===== config.mk =====
export PLATFORM = sky130hd
export DESIGN_NAME = x86_16bit_instruction_decoder
export DESIGN_NICKNAME = d
export VERILOG_FILES = /design/src/xid_pkg.sv /design/src/x86_16bit_instruction_decoder.sv /design/src/xid_front.sv /design/src/xid_queue.sv /design/src/xid_back.sv
export SDC_FILE = /design/constraint.sdc
export NUM_CORES = 1
export LEC_CHECK = 0
export ABC_CLOCK_PERIOD_IN_PS = 6760
export BUFFER_PORTS_ARGS = -buffer_cell sky130_fd_sc_hd__buf_4
export CAP_MARGIN = 20
export CORE_UTILIZATION = 50
export CTS_CLUSTER_SIZE = 25
export DETAILED_ROUTE_END_ITERATION = 8
export PLACE_DENSITY = 0.69
export SLEW_MARGIN = 20
export SYNTH_ARGS = -nofsm -noshare
export SYNTH_HDL_FRONTEND = slang
export SYNTH_SLANG_ARGS = --single-unit

===== constraint.sdc =====
create_clock -name clock -period 6.76 [get_ports clock]
set_input_delay 1.352 -clock clock [delete_from_list [all_inputs] [get_ports clock]]
set_output_delay 1.352 -clock clock [all_outputs]
set_load 0.05 [all_outputs]

===== src/xid_pkg.sv =====
// Shared types, constants and opcode classifiers for the 8086 decoder.
// Used by xid_front, xid_queue, xid_back and the top level; no dependencies.
package xid_pkg;

   localparam int QueueDepth = 2;
   localparam int PtrWidth   = $clog2(QueueDepth);
   localparam int CountWidth = $clog2(QueueDepth + 1);
   localparam int RspWidth   = 56;

   localparam logic [2:0] DIRECT_RM    = 3'b110;
   localparam logic [1:0] MOD_REGISTER = 2'b11;
   localparam logic [1:0] MOD_NODISP   = 2'b00;
   localparam logic [2:0] ALU_XOR      = 3'b110;

   typedef enum logic [2:0] {
      PH_OPCODE  = 3'd0,
      PH_MODRM   = 3'd1,
      PH_DISP_LO = 3'd2,
      PH_DISP_HI = 3'd3,
      PH_IMM_LO  = 3'd4,
      PH_IMM_HI  = 3'd5
   } phase_type;

   typedef enum logic [2:0] {
      GRP_MOV   = 3'd0,
      GRP_ALU   = 3'd1,
      GRP_JCC   = 3'd2,
      GRP_LOOP  = 3'd3,
      GRP_UNSUP = 3'd4
   } group_type;

   typedef enum logic [1:0] {
      KIND_REG  = 2'd0,
      KIND_MEM  = 2'd1,
      KIND_IMM  = 2'd2,
      KIND_NONE = 2'd3
   } kind_type;

   // one gathered instruction, handed from front to back
   typedef struct packed {
      logic        unsup;
      logic [7:0]  opcode;
      logic [7:0]  modrm;
      logic [15:0] disp;
      logic [15:0] imm;
   } entry_type;

   function automatic logic is_alu_rm(input logic [7:0] o);
      return ((o & 8'hC4) == 8'h00) && (o[5:3] != ALU_XOR);
   endfunction

   function automatic logic is_alu_acc(input logic [7:0] o);
      return ((o & 8'hC6) == 8'h04) && (o[5:3] != ALU_XOR);
   endfunction

   function automatic logic is_grp_imm(input logic [7:0] o);
      return (o & 8'hFC) == 8'h80;
   endfunction

   function automatic logic is_mov_rm(input logic [7:0] o);
      return (o & 8'hFC) == 8'h88;
   endfunction

   function automatic logic is_mov_acc(input logic [7:0] o);
      return (o & 8'hFC) == 8'hA0;
   endfunction

   function automatic logic is_mov_imm_reg(input logic [7:0] o);
      return (o & 8'hF0) == 8'hB0;
   endfunction

   function automatic logic is_mov_imm_rm(input logic [7:0] o);
      return (o & 8'hFE) == 8'hC6;
   endfunction

   function automatic logic is_jcc(input logic [7:0] o);
      return (o & 8'hF0) == 8'h70;
   endfunction

   function automatic logic is_loop(input logic [7:0] o);
      return (o & 8'hFC) == 8'hE0;
   endfunction

   function automatic logic needs_modrm(input logic [7:0] o);
      return is_alu_rm(o) || is_grp_imm(o) || is_mov_rm(o) || is_mov_imm_rm(o);
   endfunction

   function automatic logic supported(input logic [7:0] o);
      return needs_modrm(o) || is_alu_acc(o) || is_mov_acc(o) ||
             is_mov_imm_reg(o) || is_jcc(o) || is_loop(o);
   endfunction

   function automatic logic [1:0] imm_len(input logic [7:0] o);
      logic [1:0] len;
      len = 2'd0;
      if (is_grp_imm(o)) begin
         len = (o[1:0] == 2'b01) ? 2'd2 : 2'd1;
      end else if (is_alu_acc(o) || is_mov_imm_rm(o)) begin
         len = o[0] ? 2'd2 : 2'd1;
      end else if (is_mov_imm_reg(o)) begin
         len = o[3] ? 2'd2 : 2'd1;
      end else if (is_jcc(o) || is_loop(o)) begin
         len = 2'd1;
      end
      return len;
   endfunction

   function automatic logic [1:0] disp_len(input logic [7:0] o, input logic [7:0] mrm);
      logic [1:0] len;
      len = 2'd0;
      if (is_mov_acc(o)) begin
         len = 2'd2;
      end else if (needs_modrm(o)) begin
         if (mrm[7:6] == MOD_NODISP && mrm[2:0] == DIRECT_RM) begin
            len = 2'd2;
         end else if (mrm[7:6] == MOD_REGISTER) begin
            len = 2'd0;
         end else begin
            len = mrm[7:6];
         end
      end
      return len;
   endfunction

   function automatic logic [15:0] sext8(input logic [7:0] b);
      return {{8{b[7]}}, b};
   endfunction

endpackage


===== src/x86_16bit_instruction_decoder.sv =====
// Channel  | Dir | Width | Payload
// req      | in  | 8     | tdata[7:0] code_byte
// rsp      | out | 56    | tdata: op_group, op_variant, width_word, first_kind,
//          |     |       | first_index, second_kind, second_index, has_base,
//          |     |       | disp_present, displacement, immediate, reversed, pad
// One code byte is taken per cycle while the queue is not full; the last byte of an
// instruction writes its entry to the queue, from which the back end fills the rsp register.
// A two-entry queue parts the byte tracker from the formatter; req_tready drops
// only when the queue is full, i.e. when rsp is stalled.
// Synchronous active-high reset returns the front to the opcode phase and empties
// the queue and output register. Depends on xid_pkg, xid_front, xid_queue, xid_back.
module x86_16bit_instruction_decoder (
   input  logic                          clock,
   input  logic                          reset,
   input  logic                          req_tvalid,
   output logic                          req_tready,
   input  logic [7:0]                    req_tdata,  // [7:0] code_byte
   output logic                          rsp_tvalid,
   input  logic                          rsp_tready,
   // [2:0] op_group, [6:3] op_variant, [7] width_word, [9:8] first_kind,
   // [12:10] first_index, [14:13] second_kind, [17:15] second_index,
   // [18] has_base, [19] disp_present, [35:20] displacement, [51:36] immediate,
   // [52] reversed, [55:53] zero
   output logic [xid_pkg::RspWidth-1:0]  rsp_tdata
);

   logic               push;
   logic               queue_full;
   logic               pop;
   logic               head_valid;
   xid_pkg::entry_type push_entry;
   xid_pkg::entry_type head_entry;

   xid_front u_front (
      .clock      (clock),
      .reset      (reset),
      .req_tvalid (req_tvalid),
      .req_tready (req_tready),
      .req_tdata  (req_tdata),
      .push       (push),
      .push_entry (push_entry),
      .queue_full (queue_full)
   );

   xid_queue u_queue (
      .clock      (clock),
      .reset      (reset),
      .push       (push),
      .push_entry (push_entry),
      .full       (queue_full),
      .pop        (pop),
      .head_valid (head_valid),
      .head_entry (head_entry)
   );

   xid_back u_back (
      .clock      (clock),
      .reset      (reset),
      .head_valid (head_valid),
      .head_entry (head_entry),
      .pop        (pop),
      .rsp_tvalid (rsp_tvalid),
      .rsp_tready (rsp_tready),
      .rsp_tdata  (rsp_tdata)
   );

endmodule


===== src/xid_front.sv =====
// Front end: takes code bytes, tracks the byte phase and gathers one instruction.
// Pushes a finished instruction into the queue. Depends on xid_pkg.
module xid_front (
   input  logic                clock,
   input  logic                reset,
   input  logic                req_tvalid,
   output logic                req_tready,
   input  logic [7:0]          req_tdata,
   output logic                push,
   output xid_pkg::entry_type  push_entry,
   input  logic                queue_full
);

   xid_pkg::phase_type phase_ff, phase_in;
   logic [7:0]  opcode_ff, opcode_in;
   logic [7:0]  modrm_ff, modrm_in;
   logic [15:0] disp_ff, disp_in;
   logic [15:0] imm_ff, imm_in;
   logic        accept;
   logic        unsup;
   logic        done;
   logic [7:0]  b;

   assign req_tready = !queue_full;
   assign accept     = req_tvalid && req_tready;
   assign b          = req_tdata;

   always_comb begin
      phase_in  = phase_ff;
      opcode_in = opcode_ff;
      modrm_in  = modrm_ff;
      disp_in   = disp_ff;
      imm_in    = imm_ff;
      unsup     = 1'b0;
      done      = 1'b0;
      if (accept) begin
         unique case (phase_ff)
            xid_pkg::PH_MODRM: begin
               modrm_in = b;
               if (xid_pkg::is_grp_imm(opcode_ff) && b[5:3] == xid_pkg::ALU_XOR) begin
                  unsup = 1'b1;
                  done  = 1'b1;
               end else if (xid_pkg::disp_len(opcode_ff, b) != 2'd0) begin
                  phase_in = xid_pkg::PH_DISP_LO;
               end else if (xid_pkg::imm_len(opcode_ff) != 2'd0) begin
                  phase_in = xid_pkg::PH_IMM_LO;
               end else begin
                  done = 1'b1;
               end
            end
            xid_pkg::PH_DISP_LO: begin
               disp_in = xid_pkg::sext8(b);
               if (xid_pkg::disp_len(opcode_ff, modrm_ff) == 2'd2) begin
                  phase_in = xid_pkg::PH_DISP_HI;
               end else if (xid_pkg::imm_len(opcode_ff) != 2'd0) begin
                  phase_in = xid_pkg::PH_IMM_LO;
               end else begin
                  done = 1'b1;
               end
            end
            xid_pkg::PH_DISP_HI: begin
               disp_in = {b, disp_ff[7:0]};
               if (xid_pkg::imm_len(opcode_ff) != 2'd0) begin
                  phase_in = xid_pkg::PH_IMM_LO;
               end else begin
                  done = 1'b1;
               end
            end
            xid_pkg::PH_IMM_LO: begin
               imm_in = xid_pkg::sext8(b);
               if (xid_pkg::imm_len(opcode_ff) == 2'd2) begin
                  phase_in = xid_pkg::PH_IMM_HI;
               end else begin
                  done = 1'b1;
               end
            end
            xid_pkg::PH_IMM_HI: begin
               imm_in = {b, imm_ff[7:0]};
               done   = 1'b1;
            end
            default: begin
               opcode_in = b;
               modrm_in  = 8'h00;
               disp_in   = 16'h0000;
               imm_in    = 16'h0000;
               if (!xid_pkg::supported(b)) begin
                  unsup = 1'b1;
                  done  = 1'b1;
               end else if (xid_pkg::needs_modrm(b)) begin
                  phase_in = xid_pkg::PH_MODRM;
               end else if (xid_pkg::is_mov_acc(b)) begin
                  phase_in = xid_pkg::PH_DISP_LO;
               end else begin
                  phase_in = xid_pkg::PH_IMM_LO;
               end
            end
         endcase
         if (done) begin
            phase_in = xid_pkg::PH_OPCODE;
         end
      end
   end

   assign push              = done;
   assign push_entry.unsup  = unsup;
   assign push_entry.opcode = opcode_in;
   assign push_entry.modrm  = modrm_in;
   assign push_entry.disp   = disp_in;
   assign push_entry.imm    = imm_in;

   always_ff @(posedge clock) begin
      if (reset) begin
         phase_ff <= xid_pkg::PH_OPCODE;
      end else begin
         phase_ff <= phase_in;
      end
   end

   always_ff @(posedge clock) begin
      opcode_ff <= opcode_in;
      modrm_ff  <= modrm_in;
      disp_ff   <= disp_in;
      imm_ff    <= imm_in;
   end

endmodule


===== src/xid_queue.sv =====
// Short queue of gathered instructions between front and back end.
// Depends on xid_pkg.
module xid_queue (
   input  logic                clock,
   input  logic                reset,
   input  logic                push,
   input  xid_pkg::entry_type  push_entry,
   output logic                full,
   input  logic                pop,
   output logic                head_valid,
   output xid_pkg::entry_type  head_entry
);

   xid_pkg::entry_type mem_ff [xid_pkg::QueueDepth];
   logic [xid_pkg::PtrWidth-1:0]   wr_ptr_ff, wr_ptr_in;
   logic [xid_pkg::PtrWidth-1:0]   rd_ptr_ff, rd_ptr_in;
   logic [xid_pkg::CountWidth-1:0] count_ff, count_in;

   localparam logic [xid_pkg::CountWidth-1:0] DepthCount =
      xid_pkg::CountWidth'(xid_pkg::QueueDepth);
   localparam logic [xid_pkg::PtrWidth-1:0] LastPtr =
      xid_pkg::PtrWidth'(xid_pkg::QueueDepth - 1);

   assign full       = (count_ff == DepthCount);
   assign head_valid = (count_ff != '0);
   assign head_entry = mem_ff[rd_ptr_ff];

   always_comb begin
      wr_ptr_in = wr_ptr_ff;
      rd_ptr_in = rd_ptr_ff;
      count_in  = count_ff;
      if (push) begin
         wr_ptr_in = (wr_ptr_ff == LastPtr) ? '0 : wr_ptr_ff + 1'b1;
      end
      if (pop) begin
         rd_ptr_in = (rd_ptr_ff == LastPtr) ? '0 : rd_ptr_ff + 1'b1;
      end
      if (push && !pop) begin
         count_in = count_ff + 1'b1;
      end else if (pop && !push) begin
         count_in = count_ff - 1'b1;
      end
   end

   always_ff @(posedge clock) begin
      if (reset) begin
         wr_ptr_ff <= '0;
         rd_ptr_ff <= '0;
         count_ff  <= '0;
      end else begin
         wr_ptr_ff <= wr_ptr_in;
         rd_ptr_ff <= rd_ptr_in;
         count_ff  <= count_in;
      end
   end

   always_ff @(posedge clock) begin
      if (push) begin
         mem_ff[wr_ptr_ff] <= push_entry;
      end
   end

   a_count_bound: assert property (@(posedge clock) disable iff (reset)
      count_ff <= DepthCount)
      else $error("queue count exceeds depth");

   a_no_overflow: assert property (@(posedge clock) disable iff (reset)
      full |-> !push)
      else $error("push into full queue");

   a_no_underflow: assert property (@(posedge clock) disable iff (reset)
      pop |-> head_valid)
      else $error("pop from empty queue");

   a_count_grows: assert property (@(posedge clock) disable iff (reset)
      (push && !pop) |=> count_ff == $past(count_ff) + 1'b1)
      else $error("queue count did not advance on push");

endmodule


===== src/xid_back.sv =====
// Back end: formats a gathered instruction into a decoded record and holds
// it in the output register. Depends on xid_pkg.
module xid_back (
   input  logic                          clock,
   input  logic                          reset,
   input  logic                          head_valid,
   input  xid_pkg::entry_type            head_entry,
   output logic                          pop,
   output logic                          rsp_tvalid,
   input  logic                          rsp_tready,
   output logic [xid_pkg::RspWidth-1:0]  rsp_tdata
);

   typedef struct packed {
      logic [2:0]  op_group;
      logic [3:0]  op_variant;
      logic        width_word;
      logic [1:0]  first_kind;
      logic [2:0]  first_index;
      logic [1:0]  second_kind;
      logic [2:0]  second_index;
      logic        has_base;
      logic        disp_present;
      logic [15:0] displacement;
      logic [15:0] immediate;
      logic        reversed;
   } rec_type;

   function automatic rec_type decode(input xid_pkg::entry_type e);
      rec_type    r;
      logic [7:0] o;
      logic [2:0] reg_f;
      logic [1:0] md;
      logic [2:0] rm;
      logic       mem_rm;
      o      = e.opcode;
      reg_f  = e.modrm[5:3];
      md     = e.modrm[7:6];
      rm     = e.modrm[2:0];
      mem_rm = 1'b0;
      r      = '0;
      if (e.unsup) begin
         r.op_group    = xid_pkg::GRP_UNSUP;
         r.first_kind  = xid_pkg::KIND_NONE;
         r.second_kind = xid_pkg::KIND_NONE;
      end else begin
         r.width_word  = o[0];
         r.second_kind = xid_pkg::KIND_IMM;
         r.immediate   = e.imm;
         if (xid_pkg::is_alu_rm(o) || xid_pkg::is_mov_rm(o)) begin
            r.op_group     = xid_pkg::is_alu_rm(o) ? xid_pkg::GRP_ALU : xid_pkg::GRP_MOV;
            r.op_variant   = xid_pkg::is_alu_rm(o) ? {1'b0, o[5:3]} : 4'd0;
            mem_rm         = 1'b1;
            r.second_kind  = xid_pkg::KIND_REG;
            r.second_index = reg_f;
            r.immediate    = 16'h0000;
            r.reversed     = o[1];
         end else if (xid_pkg::is_alu_acc(o)) begin
            r.op_group   = xid_pkg::GRP_ALU;
            r.op_variant = {1'b0, o[5:3]};
            r.first_kind = xid_pkg::KIND_REG;
         end else if (xid_pkg::is_grp_imm(o) || xid_pkg::is_mov_imm_rm(o)) begin
            r.op_group   = xid_pkg::is_grp_imm(o) ? xid_pkg::GRP_ALU : xid_pkg::GRP_MOV;
            r.op_variant = xid_pkg::is_grp_imm(o) ? {1'b0, reg_f} : 4'd0;
            mem_rm       = 1'b1;
         end else if (xid_pkg::is_mov_imm_reg(o)) begin
            r.width_word  = o[3];
            r.first_kind  = xid_pkg::KIND_REG;
            r.first_index = o[2:0];
         end else if (xid_pkg::is_mov_acc(o)) begin
            r.first_kind   = xid_pkg::KIND_REG;
            r.second_kind  = xid_pkg::KIND_MEM;
            r.second_index = xid_pkg::DIRECT_RM;
            r.disp_present = 1'b1;
            r.displacement = e.disp;
            r.immediate    = 16'h0000;
            r.reversed     = o[1];
         end else begin
            r.op_group    = xid_pkg::is_jcc(o) ? xid_pkg::GRP_JCC : xid_pkg::GRP_LOOP;
            r.op_variant  = xid_pkg::is_jcc(o) ? o[3:0] : {2'b00, o[1:0]};
            r.width_word  = 1'b0;
            r.first_kind  = xid_pkg::KIND_IMM;
            r.second_kind = xid_pkg::KIND_NONE;
         end
         // r/m operand always lands in the first slot
         if (mem_rm) begin
            r.first_index = rm;
            if (md == xid_pkg::MOD_REGISTER) begin
               r.first_kind = xid_pkg::KIND_REG;
            end else begin
               r.first_kind   = xid_pkg::KIND_MEM;
               r.has_base     = !(md == xid_pkg::MOD_NODISP && rm == xid_pkg::DIRECT_RM);
               r.disp_present = (xid_pkg::disp_len(o, e.modrm) != 2'd0);
               r.displacement = r.disp_present ? e.disp : 16'h0000;
            end
         end
      end
      return r;
   endfunction

   logic    valid_ff, valid_in;
   rec_type rec_ff, rec_in;

   assign pop = head_valid && (!valid_ff || rsp_tready);

   always_comb begin
      valid_in = valid_ff;
      rec_in   = rec_ff;
      if (pop) begin
         valid_in = 1'b1;
         rec_in   = decode(head_entry);
      end else if (rsp_tready) begin
         valid_in = 1'b0;
      end
   end

   always_ff @(posedge clock) begin
      if (reset) begin
         valid_ff <= 1'b0;
      end else begin
         valid_ff <= valid_in;
      end
   end

   always_ff @(posedge clock) begin
      rec_ff <= rec_in;
   end

   assign rsp_tvalid = valid_ff;
   assign rsp_tdata  = {3'b000, rec_ff.reversed, rec_ff.immediate, rec_ff.displacement,
                        rec_ff.disp_present, rec_ff.has_base, rec_ff.second_index,
                        rec_ff.second_kind, rec_ff.first_index, rec_ff.first_kind,
                        rec_ff.width_word, rec_ff.op_variant, rec_ff.op_group};

endmodule

==> results.md <==
STA:
- The clock period could shrink to 4016 ps.
- The least setup slack across all paths after layout is 2744 ps.
- Setup violations remaining at the end of the flow were counted as 0.
- The maximum achievable frequency is 249.0 MHz.
- The total negative setup slack is 0 ps.
- The hold violation total from the final report was 0.
- The setup skew after layout is 16.06 ps.
- Setup repair after global routing left no endpoint under its margin.
- In the finished design, the share of the clock period the worst path needs comes to 0.5942.
- For the pin with the worst max-slew slack, the measured transition is 1000 ps.
- The max-slew headroom at the worst pin is 0.3333.
- The number of max-slew violations in the final report is 0.

Synthesis:
- In this run, synthesis inferred 151 flip-flops with an integrated enable.
- After synthesis, the most frequently instantiated cells are 151 x edfxtp_1, 64 x nor2_1, 57 x dfxtp_1, 51 x nand2_1.
- The cell with the most instances after synthesis is edfxtp_1.
- The leading area contributor after synthesis is edfxtp_1.
- The post-synthesis cell count is 641.
- After synthesis, the mean cell area works out to 13.03 um2.
- The flip-flop cell with the highest count after synthesis is edfxtp_1.
- Synthesis inferred 208 register bits.
- The count of synthesis-stage warnings from yosys is 0.
- Of the post-synthesis cell area, the dominant cell type holds 0.5428.
- The async set or reset register ratio after synthesis is 0.
- The share of the yosys chip area belonging to registers is 0.6793.
- In this run the cell area of the synthesized design comes to 8354 um2.
- After synthesis, the cell types taking the most area are edfxtp_1 54%, dfxtp_1 14%, mux2i_1 4.6%.
- After synthesis, the netlist uses 65 different library cells.

Clock tree:
- Clock latency on the worst-skew pair, taken at its later pin, is 490 ps.
- The tree is rooted in a clkbuf_16.
- The tree built by TritonCTS fans out to 208 sinks.
- The number of buffers added for setup after CTS is 0.
- The clock tree from TritonCTS is yes.
- The number of buffers created by CTS is 21.
- After clock tree synthesis, the clock-pin slew on the worst setup and hold paths is 60 ps.
- CTS built an H-tree with a depth of 1.
- Post-CTS repair changed the size of 0 cells.
- The hold buffer count at cts is 0.
- The clock passes through at most 3 buffers.

Routing:
- The final wirelength is 17.37 mm.
- The per-cell via count in the routed design is 5.687.
- Across all layers, the routed design uses 5306 vias.
- The average wire length per cell after detail routing is 18.62 um.
- The remaining antenna violation count is 0.
- In this run, the number of DRC markers left after iteration 0 of detailed routing was 345.
- The DRC violation count after routing is 0.
- Before antenna repair, the detailed router went through 5 iterations.

Layout:
- The fraction of layout instances using a drive strength above 1 is 0.1939.
- Across the whole layout, storage elements account for 5677 um2.
- The count of inserted antenna diode cells is 0.
- The final layout contains 717 nets.
- The multi-input gate area in the final layout is 2506 um2.
- From synthesis to final layout, the design area changed by 16.73%.
- Counting the fill cells in the layout gives 1278.

Floorplan:
- The die extent in y is 131.3 um.
- The area of the placeable core is 16120 um2.
- The row count is 46.
- The full die area is 17230 um2.
- The initial utilization of the core area, before any placement, comes to 0.5184.
- The floorplan die width is 131.3 um.
- During I/O placement, the number of pins put on the boundary was 70.

Global routing:
- Entering global routing, the biggest net connects 55 pins.
- The aggregate global-route resource usage is 0.2050.
- Summed over all layers, the global routing overflow is 0.
- The via count of the first global-routing pass is 5206.
- The first global-routing pass estimated 27.90 mm of wire.
- The number of antenna violations at the first check in global routing is 0.

Min path:
- In this run the most critical hold path is launched from u_front.imm_ff[14].
- The min-delay analysis places its worst path in the category flip-flop to flip-flop.

Place:
- The half-perimeter wire length after placement is 11.71 mm.
- Buffers placed on the I/O ports in this run total 66.
- The minimum setup slack after placement is 2210 ps.
- The last weighted congestion value of the routability-driven placer is 0.8843.

Setup path:
- The data arrival time at the worst-slack endpoint is 4160 ps.
- The kind of end point of the critical path is a flip-flop.
- Setup slack on the worst reg-to-reg path comes out at 2920 ps.
- The category of the most critical setup path is primary input to flip-flop.
- The maximum fanout along the worst path is 26.
- The worst flop-to-flop path startpoint is u_front.phase_ff[0].
- The kind of start point of the critical path is a primary input.
- The critical path data required time is 6910 ps.
- The end of the worst register-to-register path is u_queue.mem_ff[0][24].
- The capture point of the worst path is u_queue.mem_ff[0][24].
- The launching instance or port of the critical path is req_tdata[7].
- The path depth of the worst reg2reg path is 8.

Status:
- The run finished with clean final reports.

Power and ir drop:
- Power spread over the standard cell area amounts to 457.6 nW/um2.
- The worst voltage drop across the vdd grid is 0.3885 mV.
- The standby leakage power is 3.491 nW.

Job:
- Max-cap violations in this run came to 0.
==> worst min path at each step <==
| stage | to | slack, ps | depth (start not counted) |
|---|---|---|---|
| 2_1_floorplan | u_front.imm_ff[7] | 440 | 2 |
| 3_3_place_gp | u_front.imm_ff[14] | 460 | 2 |
| 4_1_cts | u_front.imm_ff[14] | 510 | 2 |
| 5_1_grt | u_front.imm_ff[10] | 530 | 2 |
| 3_5_place_dp | u_front.imm_ff[7] | 470 | 2 |
| 6_report | u_front.imm_ff[14] | 500 | 2 |
==> registers in the layout, indices dropped and copies added (netlist names), named ones only <==
signal / count
u_back.rsp_tdata: 53
u_back.rsp_tvalid: 1
u_front.disp_ff: 16
u_front.imm_ff: 16
u_front.modrm_ff: 8
u_front.opcode_ff: 8
u_front.phase_ff: 3
u_queue.count_ff: 2
u_queue.mem_ff: 98
u_queue.rd_ptr_ff: 1
u_queue.wr_ptr_ff: 1
==> area by class of cell <==
class / instances / share of cell area
timing repair buffer: 70 / 0.05389
tap: 216 / 0.02771
clock buffer: 29 / 0.06659
inverter: 14 / 0.005389
multi-input combinational: 388 / 0.2570
sequential: 208 / 0.5821
clock inverter: 8 / 0.007313
==> power breakdown <==
group / total, W / leakage, nW / internal (W) / switching [W]
clock network: 0.00117 / 0.356 / 0.000712 / 0.000458
registers: 0.00186 / 1.91 / 0.00171 / 0.000151
logic: 0.00143 / 1.22 / 0.000429 / 0.00100
total: 0.00446 / 3.49 / 0.00285 / 0.00161
==> kinds of logic after synthesis <==
kind of cell | count (synthesis) | synth area share
muxes | 56 | 0.07024
and+or+nand+nor | 183 | 0.1060
AOI/OAI and AO/OA | 141 | 0.1146
xor gates and xnor gates | 3 | 0.003146
buffers and inverters | 47 | 0.02321
DFF | 208 | 0.6793
adders and majority gates | 2 | 0.002995
other | 1 | 0.0004489
==> cells in the final DEF, fill, tap and decap left out, types with 3 or more instances in the layout <==
master | Yosys | routed
o32ai_1 | 4 | 4
a21oi_1 | 32 | 32
nor2_1 | 64 | 64
edfxtp_1 | 151 | 151
o221ai_1 | 3 | 3
nand2b_1 | 8 | 8
nor3_1 | 10 | 9
o31ai_1 | 3 | 3
nand2_1 | 51 | 51
a21o_1 | 4 | 4
dfxtp_1 | 57 | 56
a211o_1 | 3 | 3
nand3_1 | 8 | 8
inv_1 | 13 | 12
clkbuf_16 | 0 | 24
mux2i_1 | 38 | 38
nor4_1 | 5 | 5
nor2b_1 | 9 | 8
a22oi_1 | 11 | 11
clkbuf_8 | 0 | 3
o22ai_1 | 4 | 4
conb_1 | 1 | 3
and2_1 | 5 | 4
o21ai_0 | 38 | 38
o211ai_1 | 3 | 3
or3_1 | 3 | 3
nand3b_1 | 3 | 3
buf_4 | 3 | 70
mux2_2 | 17 | 17
a22o_1 | 16 | 16
and3_1 | 3 | 3
clkinv_2 | 0 | 3
o21ai_1 | 3 | 3
==> critical path, stage by stage <==
cell and delay (ps):
buf_4 160, nor3b_1 160, and4_1 220, a31o_2 240, a211o_1 280, o21ai_0 340
a221o_2 280, nor2b_4 650, buf_4 450
==> through the flow <==
step                      utilization  instance area (um2)  cells  total power (W)  hold WS [ps]
after global routing           0.6051                 9752    933         0.004663         532.5
final                          0.6051                 9752    933         0.004462         502.9
after CTS                      0.6048                 9747    933         0.004501         508.0
after detailed placement       0.5601                 9026    896         0.003326         472.2
after global placement         0.5601                 9026    896         0.003298         463.8
after floorplan                     -                 8362    643         0.002918         435.1
==> metal layers <==
layer  GRT usage  vias up  wire length (um)
met5           0        -                 0
met4     0.06395        0               427
met3     0.03202       29               752
met2      0.3301      146              8248
met1      0.2863     2605              7942
li1            -     2526                 -
Power figures use the tool's default switching activity.
